`src/sv/fasc_pkg.sv`:
```
// Package for the fire alarm state controller.
// Holds the alarm state codes, config register indexes and reset values.
// No dependencies.
package fasc_pkg;

   // Alarm state codes
   localparam logic [2:0] ST_NORMAL    = 3'd0;
   localparam logic [2:0] ST_WARNING   = 3'd1;
   localparam logic [2:0] ST_CRITICAL  = 3'd2;
   localparam logic [2:0] ST_EMERGENCY = 3'd3;
   localparam logic [2:0] ST_FAILSAFE  = 3'd4;

   // Config register indexes
   localparam logic [2:0] REG_TEMP_WARN     = 3'd0;
   localparam logic [2:0] REG_SMOKE_WARN    = 3'd1;
   localparam logic [2:0] REG_TEMP_EXTREME  = 3'd2;
   localparam logic [2:0] REG_SMOKE_EXTREME = 3'd3;
   localparam logic [2:0] REG_TEMP_SAFE     = 3'd4;
   localparam logic [2:0] REG_SMOKE_SAFE    = 3'd5;
   localparam logic [2:0] REG_CRIT_TIMEOUT  = 3'd6;

   // Config reset values
   localparam logic signed [15:0] TEMP_WARN_RST     = 16'sd800;
   localparam logic        [11:0] SMOKE_WARN_RST    = 12'd2000;
   localparam logic signed [15:0] TEMP_EXTREME_RST  = 16'sd1120;
   localparam logic        [11:0] SMOKE_EXTREME_RST = 12'd3000;
   localparam logic signed [15:0] TEMP_SAFE_RST     = 16'sd640;
   localparam logic        [11:0] SMOKE_SAFE_RST    = 12'd1500;
   localparam logic        [31:0] CRIT_TIMEOUT_RST  = 32'd10000;

   // One sample held in the input register
   typedef struct packed {
      logic signed [15:0] temp_reading;
      logic        [11:0] smoke_reading;
      logic               temp_failed;
      logic               smoke_failed;
      logic        [31:0] now_ms;
   } sample_type;

endpackage

```
`src/sv/fire_alarm_state_controller.sv`:
```
// Fire alarm state controller: sensor samples in, alarm state and change flag out.
// Depends on fasc_pkg for state codes, register indexes and reset values.
//
//   channel | direction | handshake           | payload
//   req     | in        | req_valid/req_stall | temp, smoke, two failed flags, now_ms
//   rsp     | out       | rsp_valid/rsp_stall | alarm_state, state_changed
//   csr     | in        | csr_we              | csr_index, csr_wdata
//
// One sample per cycle sustained while the result is not stalled; a sample passes
// from the input register through one pass of compare and state update into the
// result register, from which its result can be taken.
// The alarm state advances when the sample moves from input to result register.
// Reset (synchronous) returns the state to normal, clears the timer, reloads config.
// A stalled result holds; the input register keeps taking words while it can drain.
module fire_alarm_state_controller
   import fasc_pkg::*;
(
   input  logic               clock,
   input  logic               reset,
   input  logic               req_valid,
   output logic               req_stall,
   input  logic signed [15:0] req_temp_reading,
   input  logic        [11:0] req_smoke_reading,
   input  logic               req_temp_failed,
   input  logic               req_smoke_failed,
   input  logic        [31:0] req_now_ms,
   output logic               rsp_valid,
   input  logic               rsp_stall,
   output logic        [2:0]  rsp_alarm_state,
   output logic               rsp_state_changed,
   input  logic               csr_we,
   input  logic        [2:0]  csr_index,
   input  logic        [31:0] csr_wdata
);

   // Config registers
   logic signed [15:0] temp_warn_ff;
   logic        [11:0] smoke_warn_ff;
   logic signed [15:0] temp_ext_ff;
   logic        [11:0] smoke_ext_ff;
   logic signed [15:0] temp_safe_ff;
   logic        [11:0] smoke_safe_ff;
   logic        [31:0] crit_timeout_ff;

   // Pipeline and state registers
   logic        in_vld_ff;
   sample_type  in_ff;
   logic        out_vld_ff;
   logic [2:0]  out_state_ff;
   logic        out_changed_ff;
   logic [2:0]  alarm_ff;
   logic [2:0]  alarm_in;
   logic [31:0] entry_ff;
   logic [31:0] entry_in;

   logic        advance;
   logic        req_take;
   logic        changed;
   logic        t_warn, s_warn, t_ext, s_ext, t_safe, s_safe;
   logic [31:0] elapsed;

   // Move the held sample on when the result register is empty or draining
   assign advance   = in_vld_ff && (!out_vld_ff || !rsp_stall);
   assign req_stall = in_vld_ff && !advance;
   assign req_take  = req_valid && !req_stall;

   // Write config registers
   always_ff @(posedge clock) begin
      if (reset) begin
         temp_warn_ff    <= TEMP_WARN_RST;
         smoke_warn_ff   <= SMOKE_WARN_RST;
         temp_ext_ff     <= TEMP_EXTREME_RST;
         smoke_ext_ff    <= SMOKE_EXTREME_RST;
         temp_safe_ff    <= TEMP_SAFE_RST;
         smoke_safe_ff   <= SMOKE_SAFE_RST;
         crit_timeout_ff <= CRIT_TIMEOUT_RST;
      end else if (csr_we) begin
         case (csr_index)
            REG_TEMP_WARN:     temp_warn_ff    <= csr_wdata[15:0];
            REG_SMOKE_WARN:    smoke_warn_ff   <= csr_wdata[11:0];
            REG_TEMP_EXTREME:  temp_ext_ff     <= csr_wdata[15:0];
            REG_SMOKE_EXTREME: smoke_ext_ff    <= csr_wdata[11:0];
            REG_TEMP_SAFE:     temp_safe_ff    <= csr_wdata[15:0];
            REG_SMOKE_SAFE:    smoke_safe_ff   <= csr_wdata[11:0];
            REG_CRIT_TIMEOUT:  crit_timeout_ff <= csr_wdata;
            default: ;
         endcase
      end
   end

   // Capture the incoming word
   always_ff @(posedge clock) begin
      if (reset) begin
         in_vld_ff <= 1'b0;
      end else if (req_take) begin
         in_vld_ff <= 1'b1;
      end else if (advance) begin
         in_vld_ff <= 1'b0;
      end
   end

   always_ff @(posedge clock) begin
      if (req_take) begin
         in_ff.temp_reading  <= req_temp_reading;
         in_ff.smoke_reading <= req_smoke_reading;
         in_ff.temp_failed   <= req_temp_failed;
         in_ff.smoke_failed  <= req_smoke_failed;
         in_ff.now_ms        <= req_now_ms;
      end
   end

   // Threshold compares; a failed sensor reads below every level
   always_comb begin
      t_warn  = !in_ff.temp_failed  && (in_ff.temp_reading > temp_warn_ff);
      s_warn  = !in_ff.smoke_failed && (in_ff.smoke_reading > smoke_warn_ff);
      t_ext   = !in_ff.temp_failed  && (in_ff.temp_reading > temp_ext_ff);
      s_ext   = !in_ff.smoke_failed && (in_ff.smoke_reading > smoke_ext_ff);
      t_safe  = in_ff.temp_failed   || (in_ff.temp_reading < temp_safe_ff);
      s_safe  = in_ff.smoke_failed  || (in_ff.smoke_reading < smoke_safe_ff);
      elapsed = in_ff.now_ms - entry_ff;
   end

   // Pick the next alarm state and update the critical timer
   always_comb begin
      if (in_ff.temp_failed && in_ff.smoke_failed) begin
         alarm_in = ST_FAILSAFE;
      end else if (alarm_ff == ST_EMERGENCY) begin
         alarm_in = (t_safe && s_safe) ? ST_NORMAL : ST_EMERGENCY;
      end else if ((t_ext && s_ext) ||
                   (alarm_ff == ST_CRITICAL && t_warn && s_warn &&
                    elapsed > crit_timeout_ff)) begin
         alarm_in = ST_EMERGENCY;
      end else if (t_warn && s_warn) begin
         alarm_in = ST_CRITICAL;
      end else if (t_warn || s_warn) begin
         alarm_in = ST_WARNING;
      end else begin
         alarm_in = ST_NORMAL;
      end
      changed = (alarm_in != alarm_ff);
      if (!changed) begin
         entry_in = entry_ff;
      end else if (alarm_in == ST_CRITICAL) begin
         entry_in = in_ff.now_ms;
      end else begin
         entry_in = '0;
      end
   end

   // Advance the alarm state once per sample
   always_ff @(posedge clock) begin
      if (reset) begin
         alarm_ff <= ST_NORMAL;
         entry_ff <= '0;
      end else if (advance) begin
         alarm_ff <= alarm_in;
         entry_ff <= entry_in;
      end
   end

   // Result register; hold while stalled
   always_ff @(posedge clock) begin
      if (reset) begin
         out_vld_ff <= 1'b0;
      end else if (advance) begin
         out_vld_ff <= 1'b1;
      end else if (!rsp_stall) begin
         out_vld_ff <= 1'b0;
      end
   end

   always_ff @(posedge clock) begin
      if (advance) begin
         out_state_ff   <= alarm_in;
         out_changed_ff <= changed;
      end
   end

   assign rsp_valid         = out_vld_ff;
   assign rsp_alarm_state   = out_state_ff;
   assign rsp_state_changed = out_changed_ff;

   // Checks
   a_stall_needs_word: assert property (@(posedge clock) disable iff (reset)
      req_stall |-> in_vld_ff)
      else $error("input stalled with an empty input register");

   a_timer_only_in_critical: assert property (@(posedge clock) disable iff (reset)
      (alarm_ff != ST_CRITICAL) |-> (entry_ff == 32'd0))
      else $error("critical timer set outside critical");

   a_failsafe_on_both_failed: assert property (@(posedge clock) disable iff (reset)
      (advance && in_ff.temp_failed && in_ff.smoke_failed) |=>
         (alarm_ff == ST_FAILSAFE && out_state_ff == ST_FAILSAFE))
      else $error("both sensors failed but not fail-safe");

   a_changed_flag: assert property (@(posedge clock) disable iff (reset)
      advance |=> (out_changed_ff == (alarm_ff != $past(alarm_ff))))
      else $error("change flag does not match state update");

endmodule
```
`config.mk`:
```
export PLATFORM = sky130hd
export DESIGN_NAME = fire_alarm_state_controller
export DESIGN_NICKNAME = d
export VERILOG_FILES = /design/src/sv/fasc_pkg.sv /design/src/sv/fire_alarm_state_controller.sv
export SDC_FILE = /design/constraint.sdc
export NUM_CORES = 1
export LEC_CHECK = 0
export ABC_AREA = 1
export ABC_CLOCK_PERIOD_IN_PS = 7300
export BUFFER_PORTS_ARGS = -buffer_cell sky130_fd_sc_hd__buf_2
export CORE_MARGIN = 8
export CORE_UTILIZATION = 50
export DETAILED_ROUTE_END_ITERATION = 16
export PLACE_DENSITY = 0.66
export SYNTH_ARGS = -nofsm -noshare
export SYNTH_HDL_FRONTEND = slang
export SYNTH_SLANG_ARGS = --single-unit
```
`constraint.sdc`:
```
create_clock -name clock -period 7.3 [get_ports clock]
set_input_delay 1.46 -clock clock [delete_from_list [all_inputs] [get_ports clock]]
set_output_delay 1.46 -clock clock [all_outputs]
set_load 0.01 [all_outputs]
```
* Word-level counts from Yosys, hierarchy flattened
Index checks and enable logic that the tools add are counted.
** Storage, ports and cells
- Bits of input ports :: 102
- Register bits :: 219
- Logic and storage cells :: 83
- Output and inout port bits :: 6
** Cells by class
- Reduce and logical (&&, ||, !) cells :: 35
- Magnitude comparators :: 7
- Multiplexer cells :: 11
- Equality and inequality tests :: 11
- Add/sub/neg operators :: 1
** Operators with widths (number)
- greater-than comparator 16 bit :: 2
- greater-than comparator 32 bit :: 1
- 2-to-1 mux 32 bit :: 1
- subtractor 32 bit :: 1
- greater-than comparator 12 bit :: 2
- less-than comparator 16 bit :: 1
- AND reduction 2 bit :: 8
- == test 3 x 2 -> 1 bit, second input constant :: 5
- logical AND 1 bit :: 14
- less-than comparator 12 bit :: 1
- == test 3 bit, second input constant :: 3
- 2-to-1 mux 2 bit :: 4
- logical NOT 1 bit :: 6
- logical OR 1 bit :: 5
- 2-to-1 mux 1 bit :: 5
- == test 3 x 1 -> 1 bit, second input constant :: 1
- logical NOT 3 bit :: 1
- 2-to-1 mux 3 bit :: 1
- != test 3 bit :: 1
- != test 2 x 1 -> 1 bit, second input constant :: 1
- nonzero test 2 bit :: 1

* Depth between registers and ports, before layout
Gate-level depths: netlist (run 1).
- Depth in word-level cells :: 11
- Gate-level depth with buffers :: 34

* Worst setup path after synthesis (run 1)
OpenSTA, ideal clock, no wires.
- Path type :: register to register
- Start point :: reg in_ff[0] (netlist name)
- End point :: reg entry_ff[10]
- Cell stages (with the launch flop) :: 32
- Slack :: 3062 ps
- Arrival :: 4123 ps
- Cell sequence :: edfxtp_1 -> inv_1 -> ha_1 -> inv_1 -> fa_1 -> nand3_1 -> nand2_1 -> a21oi_1 -> o21ai_2 -> a21boi_0 -> o21ai_0 -> a21boi_1 -> o21ai_0 -> nand3_1 -> nand2_1 -> xor2_1 -> ha_1 -> nand2_1 -> nor2_1 -> nand4_1 -> inv_1 -> nand2_1 -> a21oi_1 -> nand2_2 -> nand3_2 -> nand3_2 -> a21oi_1 -> nand3_2 -> buf_6 -> buf_4 -> a21oi_1 -> nor2_1
** On the way
- Cells in the longest elaborated chain, start to end :: 9
- Elaborated cells between the ends (all ways) :: 11
** Ends and longest elaborated chain
- from (decl) :: line fire_alarm_state_controller.sv:47 : sample_type in_ff;
- subtractor 32 bit * :: line fire_alarm_state_controller.sv:120 : elapsed = in_ff.now_ms - entry_ff;
- greater-than comparator 32 bit * :: line fire_alarm_state_controller.sv:131 : elapsed > crit_timeout_ff)) begin
- logical AND 1 bit * :: line fire_alarm_state_controller.sv:130 : (alarm_ff == ST_CRITICAL && t_warn && s_warn &&
- logical OR 1 bit * :: line fire_alarm_state_controller.sv:129 : end else if ((t_ext && s_ext) ||
- 2-to-1 mux 2 bit * :: line fire_alarm_state_controller.sv:129
- 2-to-1 mux 2 bit * :: line fire_alarm_state_controller.sv:127 : end else if (alarm_ff == ST_EMERGENCY) begin
- 2-to-1 mux 3 bit * :: line fire_alarm_state_controller.sv:125 : if (in_ff.temp_failed && in_ff.smoke_failed) begin
- == test 3 x 2 -> 1 bit / != test 3 bit (equally long branches) :: line fire_alarm_state_controller.sv:143, fire_alarm_state_controller.sv:140
- 2-to-1 mux 32 bit / AND reduction 2 bit (equally long branches)
- to (signal assigned) :: line fire_alarm_state_controller.sv:157 : entry_ff <= entry_in;
- to (decl) :: line fire_alarm_state_controller.sv:53 : logic [31:0] entry_ff;
Every way passes the cells marked *; elsewhere a longest branch is shown, timed or not.
A chain may end at the register's enable or synchronous reset.

* Worst setup path after layout (run 1)
- Start point :: reg in_ff[0] (netlist name)
- End point :: reg out_changed_ff (netlist: rsp_state_changed), data pin
** On the way
- Cells in the longest elaborated chain, start to end :: 8
** Ends and longest elaborated chain
- subtractor 32 bit :: line fire_alarm_state_controller.sv:120
- greater-than comparator 32 bit :: line fire_alarm_state_controller.sv:131
- logical AND 1 bit :: line fire_alarm_state_controller.sv:130
- logical OR 1 bit :: line fire_alarm_state_controller.sv:129
- 2-to-1 mux 2 bit :: line fire_alarm_state_controller.sv:129
- 2-to-1 mux 2 bit :: line fire_alarm_state_controller.sv:127
- 2-to-1 mux 3 bit :: line fire_alarm_state_controller.sv:125
- != test 3 bit :: line fire_alarm_state_controller.sv:140 : changed = (alarm_in != alarm_ff);
- to (signal assigned) :: line fire_alarm_state_controller.sv:175 : out_changed_ff <= changed;
- to (decl) :: line fire_alarm_state_controller.sv:50 : logic out_changed_ff;
No other way between the ends.

==> impl_results.md, run 1 <==
- Port buffer count: 107
- Unique masters post-synth: 35
- Vias: 9841
- Fin Setup TNS: 0 ns
- Area grow syn2layout: 14.2%
- Worst Setup End Kind: flop
- Power per cell area: 246 nW/um2
- Number of antenna violations at the first check in global routing: 0
- Max-cap violation count: 0
- Die H: 171 um
- DP HPWL: 20500 um
- H-tree Lvls: 1
- 1st-pass router iterations: 5
- Final hold vios: 0
- Run status: finished, final reports clean
- Drt drc: 0
- Hold-fix buffers, CTS: 0
- Nets: 1834
- Gate Count Post-Synth: 1491
- Hold crit path type: reg2reg
- Largest net degree at the start of global routing: 85
- Place WS: 1.58 ns
- Seq/Total Area, Yosys: 41.7%
- Critical path arrival: 5.59 ns
- Number of setup buffers added after CTS: 0
- Share of layout cells above drive strength 1: 10.7%
- Routed vias/inst: 5.10
- Post-layout min period: 5.73 ns
- Lkg Pwr: 6.09 nW
- Wirelength per Cell: 14.7 um
- Crit-path max FO: 65
- Post-route ant nets: 0
- PnR worst setup slack: 1.57 ns
- Unrepaired setup endpoints after global routing: false
- Die ar.: 29400 um2
- Yosys warns: 0
- Initial Util: 50.3%
- First-pass GRT wire length: 46000 um
- Syn avg cell area: 8.11 um2
- Final setup viols: 0
- Synthesized Nets: 1740
- Crit share post-route: 78.5%
- CP required: 7.16 ns
- GPL Wtd Cong: 0.883
- Slew Viols, Final: 0
- Final WL: 28300 um
- Post-CTS resize count: 0
- TritonCTS clock tree: yes
- Num Clock Sinks: 219
- Std cell rows: 57
- Num CTS Buffers: 26
- Longest Clk Path Bufs: 3
- Number of synthesized flops with an enable pin: 66
- Antenna cells: 0
- Worst VDD drop: 0.174 mV
- Worst-Margin Slew: 1.29 ns
- Overall routing resource usage: 19.2%
- Clock Latency Late Sink: 0.52 ns
- Post-synth ARST share: 0%
- CP Class: reg2reg
- DR iter-0 viols: 451
- Primary FF master, synth: dfxtp_1
- Slowest stage delay, CP: 0.95 ns
- Die Wd: 171 um
- Max frequency: 0.175 GHz
- Ports: 108
- Core footprint: 24000 um2
- Synth Register Bits: 219
- GR Overflow Total: 0
- Number of global-route vias before repair: 9439
- Netlist Area Pre-Place: 12100 um2
- Root buffer cell: clkbuf_16
- Crit-path slowest cell: nand3_2
- Worst Setup Start Kind: flop
- Max-slew headroom: 13.9%
- Most used cell, CP: nand2_1
- Setup Skew: 0.00976 ns
- Clock transition at path regs: 0.06 ns
[Yosys cell counts (2+ instances only)]
cell type | n | area (um2)
a21boi_0 | 3 | 22.5
a21boi_1 | 2 | 15.0
a21o_1 | 3 | 22.5
a21oi_1 | 209 | 1050
a31oi_1 | 7 | 43.8
buf_2 | 7 | 35.0
buf_6 | 5 | 56.3
clkbuf_1 | 36 | 135
clkinv_1 | 2 | 7.51
dfxtp_1 | 153 | 3060
edfxtp_1 | 66 | 1980
ha_1 | 146 | 1830
inv_1 | 216 | 811
nand2_1 | 239 | 897
nand2_2 | 2 | 12.5
nand3_1 | 61 | 305
nand3_2 | 5 | 50.1
nand4_1 | 11 | 68.8
nor2_1 | 111 | 417
nor2_2 | 2 | 12.5
nor3_1 | 9 | 45.0
nor4_1 | 2 | 12.5
o211ai_1 | 27 | 203
o21a_1 | 2 | 15.0
o21ai_0 | 125 | 626
xnor2_1 | 9 | 78.8
xor2_1 | 23 | 201
[sequential cells by signal, indices dropped and copies added, names as in the netlist, 3 cells and up]
signal	count
smoke_ext_ff	12
temp_safe_ff	16
temp_warn_ff	16
smoke_safe_ff	12
crit_timeout_ff	32
entry_ff	32
temp_ext_ff	16
smoke_warn_ff	12
rsp_alarm_state	3
alarm_ff	3
in_ff	62
[cell usage in the layout, fill, tap and decap left out, drive strengths merged, types with 2 or more instances in the layout]
cell,instances
xor2,23
nand3,66
o211ai,27
buf,115
nor3,9
nor2,114
nand2,241
a21boi,5
xnor2,9
clkinv,8
inv,217
ha,146
nand4,11
nor4,2
edfxtp,66
clkbuf,36
a21o,3
a21oi,209
o21a,2
bufinv,4
o21ai,126
dfxtp,153
a31oi,7
[power by group]
group,total (mW),switching [mW],internal [mW]
combinational,0.655,0.403,0.252
clock,1.39,0.504,0.885
sequential,1.36,0.0333,1.32
total,3.40,0.940,2.46
[area by class of cell]
cell class,instances,area (um2)
clock buffer,36,781
sequential,219,5040
fill,2231,10200
clock inverter,12,161
tap,324,405
multi-input combinational,1005,6000
inverter,218,820
timing repair buffer,115,596
[critical path, delay by kind of cell (launching register included)]
family | cells | cell delay [ns]
xor gates and xnor gates | 1 | 0.15
adders and majority gates | 3 | 0.85
DFF | 1 | 0.38
buffers and inverters | 2 | 0.13
and+or+nand+nor | 16 | 2.28
AOI/OAI and AO/OA | 7 | 1.24
[through the flow]
stage | utilization, % | area (um2) | total power [mW] | cells | hold slack, ns
2_1_floorplan | - | 12100 | 1.87 | 1491 | 0.435
6_report | 57.5 | 13800 | 3.40 | 1929 | 0.459
3_3_place_gp | 53.5 | 12900 | 2.02 | 1881 | 0.446
5_1_grt | 57.5 | 13800 | 3.59 | 1929 | 0.472
3_5_place_dp | 53.5 | 12900 | 2.03 | 1881 | 0.454
4_1_cts | 57.5 | 13800 | 3.44 | 1929 | 0.462
[cells by family (layout without fill, tap and decap cells)]
family,Yosys count,count (layout),synth area share (%)
adders and majority gates,147,147,15.3
buffers and inverters,267,381,8.70
AOI/OAI and AO/OA,382,382,16.8
and+or+nand+nor,444,444,15.2
xor gates and xnor gates,32,32,2.32
DFF,219,219,41.7
[per-layer routing]
layer / vias to the layer above / global-route usage [%] / share of wire (%)
met3: 45 / 3.01 / 4.1
met4: 0 / 5.18 / 2.4
met5: - / 0 / 0
met1: 4444 / 25.3 / 48
li1: 5177 / - / -
met2: 175 / 32.1 / 46
[path summary, 6_finish.rpt]
| kind | from | to | slack [ns] | cells after the start |
|---|---|---|---|---|
| max reg2reg | in_ff[0] | rsp_state_changed | 1.57 | 29 |
| min reg2reg | temp_ext_ff[11] | temp_ext_ff[11] | 0.46 | 2 |
| min | temp_ext_ff[11] | temp_ext_ff[11] | 0.46 | 2 |
| max | in_ff[0] | rsp_state_changed | 1.57 | 29 |
Power figures use the tool's default switching activity.
==> run 2, diff against run 1 <==
- ABC_AREA: 1 -> 0
- ABC_CLOCK_PERIOD_IN_PS: 7300 -> 5100
- PLACE_DENSITY: 0.66 -> 0.68
- clock period: 7.3 -> 5.1 ns (I/O delays scaled with it)
==> run 2 against run 1 <==
The flow now finishes with violations (negative setup slack). Largest cell class unchanged. Total power increased by 28%. Combinational power decreased by 7.5%. Sequential share of layout area decreased by 2.4 points. Non-clock buffer count increased by 55. Clock power increased by 34%. Critical endpoint is now entry_ff[17]. Flip-flop and latch count unchanged. Maximum frequency increased by 12%. First-iteration DRC count increased by 27%. Setup slack got worse by 1.6 ns. Critical path type unchanged. Routed wire length increased by 9.8%.
==> impl_results.md, run 2 <==
- Routed vias/inst: 5.29 (was 5.10)
- Hold path startpoint: smoke_safe_ff[5] (was temp_ext_ff[11])
- Setup Skew: 0.0168 ns (was 0.00976 ns)
- GR Overflow Total: 0 (unchanged)
- Number of synthesized flops with an enable pin: 66 (unchanged)
- Endpoint of the lowest-slack register-to-register path: entry_ff[17] (was rsp_state_changed)
- Num CTS Buffers: 25 (was 26)
- Register area: 5040 um2 (unchanged)
- Fin cells: 1910 (was 1929)
- Clock transition at path regs: 0.06 ns (about the same)
- Multi-input logic area: 6730 um2 (was 6000 um2)
- Ports: 108 (unchanged)
- Unique masters post-synth: 67 (was 35)
- Slew Viols, Final: 0 (unchanged)
- Netlist Area Pre-Place: 12300 um2 (was 12100 um2)
- Number of global-route vias before repair: 10010 (was 9439)
- Final WL: 31100 um (was 28300 um)
- Largest net degree at the start of global routing: 99 (was 85)
- Worst-Margin Slew: 1.00 ns (was 1.29 ns)
- Seq/Total Area, Yosys: 41.0% (was 41.7%)
- H-tree Lvls: 1 (unchanged)
- Compound-gate portion of the synthesized area: 14.5% (was 16.8%)
- Nets: 1816 (was 1834)
- Number of antenna violations at the first check in global routing: 0 (unchanged)
- Std cell rows: 57 (unchanged)
- TritonCTS clock tree: yes (unchanged)
- DP HPWL: 21900 um (was 20500 um)
- Post-layout min period: 5.11 ns (was 5.73 ns)
- GPL Wtd Cong: 0.908 (was 0.883)
- Top flop regs: in_ff: 62 flops, crit_timeout_ff: 32 flops, entry_ff: 32 flops (unchanged)
- Core footprint: 24200 um2 (was 24000 um2)
- Post-route ant nets: 0 (unchanged)
- DR iter-0 viols: 575 (was 451)
- Overall routing resource usage: 19.8% (was 19.2%)
- Fin util: 61.0% (was 57.5%)
- Most common cell after layout, fill and taps aside: nand2_1 (unchanged)
- Area grow syn2layout: 20.2% (was 14.2%)
- Most area-hungry cell type in the Yosys netlist: dfxtp_1 (unchanged)
- M3 GR Usage: 2.72% (was 3.01%)
- Failing checks: negative setup slack
- Most frequent cells in the layout: nand2_1 (278), inv_1 (162), dfxtp_1 (153) (was nand2_1 (239), inv_1 (215), a21oi_1 (208))
- Commonest cells in the netlist: nand2_1 (278), inv_1 (163), dfxtp_1 (153) (was nand2_1 (239), inv_1 (216), a21oi_1 (209))
- Worst Setup End Kind: flop (unchanged)
- Crit-path max FO: 5 (was 65)
- Run status: finished with violations (was finished, final reports clean)
- Lkg Pwr: 6.24 nW (was 6.09 nW)
- Post-synth ARST share: 0% (unchanged)
- Share of layout cells above drive strength 1: 16.4% (was 10.7%)
- Worst VDD drop: 0.265 mV (was 0.174 mV)
- Critical path arrival: 5.56 ns (was 5.59 ns)
- Vias: 10095 (was 9841)
- Final hold vios: 0 (unchanged)
- Post-placement cell count: 1844 (was 1881)
- Reg-to-reg slack, setup: -0.01 ns (was 1.57 ns)
- Worst Setup Start Kind: flop (unchanged)
- PnR worst setup slack: -0.0133 ns (was 1.57 ns)
- Power per cell area: 295 nW/um2 (was 246 nW/um2)
- First-pass GRT wire length: 49700 um (was 46000 um)
- CP required: 5.55 ns (was 7.16 ns)
- Max frequency: 0.196 GHz (was 0.175 GHz)
- Cells on Worst Hold Path: 2 (unchanged)
- Unrepaired setup endpoints after global routing: true (was false)
- Crit path from: in_ff[10] (was in_ff[0])
- Hold crit path type: reg2reg (unchanged)
- Wirelength per Cell: 16.3 um (was 14.7 um)
- Drt drc: 0 (unchanged)
- Die H: 173 um (was 171 um)
- Max-cap violation count: 0 (unchanged)
- Max-slew headroom: 33.2% (was 13.9%)
- Yosys warns: 0 (unchanged)
- Antenna cells: 0 (unchanged)
- Synth area leaders: dfxtp_1 (25%), edfxtp_1 (16%), ha_1 (15%) (unchanged)
- Fillers: 2111 (was 2231)
- Num Clock Sinks: 219 (unchanged)
- Port buffer count: 107 (unchanged)
- Initial Util: 50.7% (was 50.3%)
- Synthesized Nets: 1661 (was 1740)
- Reg2reg path depth: 25 (was 29)
- Gate Count Post-Synth: 1412 (was 1491)
- Post-synthesis adder-cell area fraction: 15.0% (was 15.3%)
- Largest family of logic cells by synthesized area: simple AND/OR/NAND/NOR gates (was compound AO/OA/AOI/OAI gates)
- Met2 GRT Util: 34.4% (was 32.1%)
- 1st-pass router iterations: 5 (unchanged)
- M1 GR Usage: 25.9% (was 25.3%)
- Die ar.: 29900 um2 (was 29400 um2)
- Crit share post-route: 100% (was 78.5%)
- Simple-gate portion of the synthesized area: 18.4% (was 15.2%)
- Root buffer cell: clkbuf_16 (unchanged)
- Die Wd: 173 um (was 171 um)
- Most flop-heavy register: in_ff (unchanged)
- Syn avg cell area: 8.71 um2 (was 8.11 um2)
- Longest Clk Path Bufs: 3 (unchanged)
- Count leader, synth: nand2_1 (unchanged)
- Clock Latency Late Sink: 0.53 ns (was 0.52 ns)
- GRT busiest layer: met2 (unchanged)
- Xor and xnor fraction of the mapped netlist area: 1.92% (was 2.32%)
- CP Class: reg2reg (unchanged)
- Critical path endpoint: entry_ff[17] (was rsp_state_changed)
- Synth Register Bits: 219 (unchanged)
- Primary FF master, synth: dfxtp_1 (unchanged)
- Reg-to-Reg Start: in_ff[10] (was in_ff[0])
- Final setup viols: 2 (was 0)
- Post-synthesis mux area share: 2.69% (was 0%)
- Top-area cell type share of the netlist area: 24.9% (was 25.3%)
- Max FFs per register: 62 (unchanged)
[run 2: kinds of logic (layout without fill, tap and decap cells)]
group	Yosys count	in the layout
flip-flops	219	219
buffers and inverters	206	380
AND/OR/NAND/NOR	492	492
XOR/XNOR	27	27
AO/OA/AOI/OAI	288	288
multiplexers	33	33
adder cells (fa/ha/maj)	147	147
[run 2: worst min-delay path by stage]
stage                             endpoint  slack, ns
after floorplan           smoke_safe_ff[0]       0.43
final                     smoke_safe_ff[5]       0.45
after CTS                 smoke_safe_ff[0]       0.45
after global placement    smoke_safe_ff[0]       0.44
after detailed placement  temp_warn_ff[11]       0.45
after global routing        temp_ext_ff[8]       0.47
[run 2: timing repair]
item	in CTS	in global routing
hold buffers	0	0
gates cloned	1	4
pin swaps	17	36
endpoints found under the hold margin	0	0
setup endpoints to repair	32	34
resized for setup	24	26
setup buffers	10	7
[run 2: per-stage QoR]
stage / TNS (ns) / worst slack [ns] / total power, mW / hold slack, ns / cell area, um2
CTS: -0.0947 / -0.0185 / 4.37 / 0.454 / 14500
global route: -8.17 / -0.294 / 4.54 / 0.469 / 14800
detailed placement: -6.41 / -0.251 / 2.49 / 0.447 / 13500
global placement: -1.21 / -0.0528 / 2.47 / 0.441 / 13500
floorplan: 0 / 0.102 / 2.29 / 0.432 / 12300
finish: -0.0135 / -0.0133 / 4.36 / 0.453 / 14800
[run 2: where the power goes]
part | leakage (nW) | switching, mW | internal [mW]
sequential | 1.88 | 0.0415 | 1.86
combinational | 3.94 | 0.335 | 0.271
clock | 0.414 | 0.711 | 1.15
total | 6.24 | 1.09 | 3.28
[run 2: cell type report]
cell class | instances | area share (%)
well taps | 324 | 2.74
repair buffers | 170 | 7.77
flip-flops and latches | 219 | 34.1
inverters | 164 | 4.16
clock buffers | 35 | 4.69
multi-input cells | 987 | 45.5
clock inverters | 11 | 1.07
[run 2: per-layer routing]
layer	share of wire (%)	vias to the layer above
met5	0	-
met4	2.1	0
met3	3.9	50
met2	48	205
met1	46	4714
li1	-	5126
[run 2: worst max-delay path: stages (launching register included)]
cell	delay, ns
edfxtp_1	0.39
ha_1	0.31
buf_4	0.13
and3_1	0.20
nand3_1	0.15
o221ai_2	0.26
o31ai_4	0.13
a211oi_4	0.27
o2111ai_2	0.19
o21ai_2	0.20
buf_4	0.14
nor4_2	0.03
or3_1	0.38
ha_1	0.31
nand4_1	0.14
nor4_2	0.05
buf_4	0.13
buf_4	0.13
a31oi_4	0.18
a31oi_4	0.13
o21ai_4	0.19
a31oi_4	0.12
o31ai_4	0.37
buf_6	0.18
clkbuf_16	0.15
mux2i_1	0.19
==> run 3, diff against run 2 <==
- MAX_ROUTING_LAYER: not set -> met4
==> run 3 against run 2 <==
The flow still finishes with violations (negative setup slack). Combinational power decreased by 3%. Count of clock-buffer cells in the layout up 3. Clock skew decreased by 0.0084 ns. Non-clock buffer count is 11 lower. Clock power is 9% lower. Via count shrank 0.54%. Die area did not move. Register-to-register slack worse by 0.08 ns. Total power is 4.3% lower. Highest routed layer unchanged.
==> impl_results.md, run 3 (same netlist as run 2, synthesis figures left out) <==
- DP HPWL: 22100 um (was 21900 um)
- Most flop-heavy register: in_ff (unchanged)
- Crit-path max FO: 8 (was 5)
- Slew Viols, Final: 0 (unchanged)
- Die ar.: 29900 um2 (unchanged)
- Worst VDD drop: 0.237 mV (was 0.265 mV)
- Min Hold Slack: 0.454 ns (was 0.453 ns)
- Flop pwr share: 45.4% (was 43.5%)
- Cell family contributing the most delay on the critical path: simple AND/OR/NAND/NOR gates (was compound AO/OA/AOI/OAI gates)
- Crit share post-route: 102% (was 100%)
- Std cell rows: 57 (unchanged)
- Slowest stage delay, CP: 0.52 ns (was 0.39 ns)
- Root buffer cell: clkbuf_16 (unchanged)
- Overall routing resource usage: 20.3% (was 19.8%)
- Initial Util: 50.7% (unchanged)
- Routed vias/inst: 5.29 (about the same)
- Final setup viols: 32 (was 2)
- Largest net degree at the start of global routing: 99 (unchanged)
- Drt drc: 0 (unchanged)
- M3 GR Usage: 2.96% (was 2.72%)
- Reg-to-Reg Start: in_ff[8] (was in_ff[10])
- Max frequency: 0.193 GHz (was 0.196 GHz)
- Max-cap violation count: 0 (unchanged)
- Clock transition at path regs: 0.06 ns (about the same)
- Num Clock Sinks: 219 (unchanged)
- Worst path cell trace: ha_4 > and3_4 > and3_1 > o211ai_1 > a21oi_2 > o31ai_4 > a211oi_4 > o2111ai_2 > o21ai_2 > buf_4 > nor4_1 > or3_4 > ha_4 > nand4_1 > nor4_2 > a21boi_2 > o31ai_4 > or4_4 > a31oi_4 > o31ai_4 > buf_12 > clkbuf_16 > mux2i_1
- Met2 GRT Util: 33.2% (was 34.4%)
- Post-layout min period: 5.19 ns (was 5.11 ns)
- Hold crit path type: reg2reg (unchanged)
- Switching share of total power: 25.5% (was 24.9%)
- Vias: 10040 (was 10095)
- Switching pwr: 1.07 mW (was 1.09 mW)
- Most used cell, CP: o31ai_4 (was buf_4)
- Nets: 1804 (was 1816)
- Crit path buf inv count: 3 (was 6)
- Wirelength per Cell: 16.2 um (was 16.3 um)
- Int Power: 3.11 mW (was 3.28 mW)
- Comb pwr share: 14.1% (was 13.9%)
- Number of antenna violations at the first check in global routing: 0 (unchanged)
- Max-slew headroom: 32.2% (was 33.2%)
- Port buffer count: 107 (unchanged)
- GPL Wtd Cong: 0.913 (was 0.908)
- Area grow syn2layout: 18.0% (was 20.2%)
- Final WL: 30800 um (was 31100 um)
- Die Wd: 173 um (unchanged)
- Number of global-route vias before repair: 9837 (was 10010)
- Crit-path slowest cell: or4_4 (was edfxtp_1)
- Unrepaired setup endpoints after global routing: true (unchanged)
- Longest Clk Path Bufs: 3 (unchanged)
- Register area: 5040 um2 (unchanged)
- PnR worst setup slack: -0.0905 ns (was -0.0133 ns)
- Most frequent cells in the layout: nand2_1 (278), inv_1 (163), dfxtp_1 (153) (was nand2_1 (278), inv_1 (162), dfxtp_1 (153))
- Hold path startpoint: smoke_warn_ff[3] (was smoke_safe_ff[5])
- Critical path arrival: 5.60 ns (was 5.56 ns)
- Worst Setup Start Kind: flop (unchanged)
- Worst Setup End Kind: flop (unchanged)
- Die H: 173 um (unchanged)
- Multi-input logic area: 6690 um2 (was 6730 um2)
- TritonCTS clock tree: yes (unchanged)
- Post-route ant nets: 0 (unchanged)
- Most common cell after layout, fill and taps aside: nand2_1 (unchanged)
- 1st-pass router iterations: 5 (unchanged)
- Core footprint: 24200 um2 (unchanged)
- CP required: 5.51 ns (was 5.55 ns)
- H-tree Lvls: 1 (unchanged)
- Overall power: 4.18 mW (was 4.36 mW)
- Clock Latency Late Sink: 0.52 ns (was 0.53 ns)
- GRT busiest layer: met2 (unchanged)
- Run status: finished with violations (unchanged)
- Fillers: 2169 (was 2111)
- DR iter-0 viols: 592 (was 575)
- GR Overflow Total: 0 (unchanged)
- Clock share of power: 40.5% (was 42.6%)
- M1 GR Usage: 26.1% (was 25.9%)
- Final hold vios: 0 (unchanged)
- Crit path from: in_ff[8] (was in_ff[10])
- Max FFs per register: 62 (unchanged)
- Antenna cells: 0 (unchanged)
- Share of layout cells above drive strength 1: 15.1% (was 16.4%)
- Setup Skew: 0.00841 ns (was 0.0168 ns)
- CP Class: reg2reg (unchanged)
- First-pass GRT wire length: 49100 um (was 49700 um)
- Num CTS Buffers: 24 (was 25)
- Failing checks: negative setup slack (unchanged)
- Power per cell area: 288 nW/um2 (was 295 nW/um2)
- Lkg Pwr: 6.12 nW (was 6.24 nW)
- Top flop regs: in_ff: 62 flops, crit_timeout_ff: 32 flops, entry_ff: 32 flops (unchanged)
- Worst-Margin Slew: 1.02 ns (was 1.00 ns)
- Ports: 108 (unchanged)
## run 3: area by class of cell
cell class	instances	area share [%]
clock buffers	38	4.85
clock inverters	6	0.371
inverters	164	4.24
multi-input cells	987	46.1
flip-flops and latches	219	34.8
well taps	324	2.79
repair buffers	159	6.89
## run 3: timing repair
action,CTS,global route
hold buffers,0,0
pin swaps,6,21
resized for setup,7,29
setup endpoints to repair,32,33
setup buffers,1,6
cloned,0,1
## run 3: through the flow
step	setup TNS, ns	area, um2	cells	util, %	setup WS (ns)
finish	-2.09	14500	1897	59.9	-0.0905
global route	-11.10	14500	1897	59.9	-0.365
CTS	0	14300	1892	58.9	0.0240
detailed placement	-7.03	13500	1847	55.6	-0.237
global placement	-2.55	13500	1847	55.6	-0.0921
floorplan	0	12300	1412	-	0.102
## run 3: path summary, 6_finish.rpt
kind	end	slack, ns	cells past startpoint
max	entry_ff[10]	-0.09	23
min	smoke_warn_ff[3]	0.45	2
max reg2reg	entry_ff[10]	-0.09	23
min reg2reg	smoke_warn_ff[3]	0.45	2
## run 3: per-layer routing
layer	up-vias	wire [um]
li1	5101	-
met1	4699	14400
met2	193	14500
met3	47	1280
met4	0	640
met5	-	0
## run 3: worst reg2reg max path: cells and delay by family (launching register included)
| kind | cells | cell delay, ns |
|---|---|---|
| muxes | 1 | 0.12 |
| adders and majority gates | 2 | 0.58 |
| and+or+nand+nor | 7 | 1.77 |
| buffers and inverters | 3 | 0.46 |
| AOI/OAI and AO/OA | 10 | 1.74 |
| DFF | 1 | 0.43 |
## run 3: power by group through the flow
stage,Sequential (mW),Clock (mW),Combinational [mW]
4_1_cts,1.90,1.72,0.564
2_1_floorplan,1.92,0,0.368
3_5_place_dp,1.93,0,0.554
5_1_grt,1.90,1.80,0.660
3_3_place_gp,1.93,0,0.543
6_report,1.90,1.69,0.590
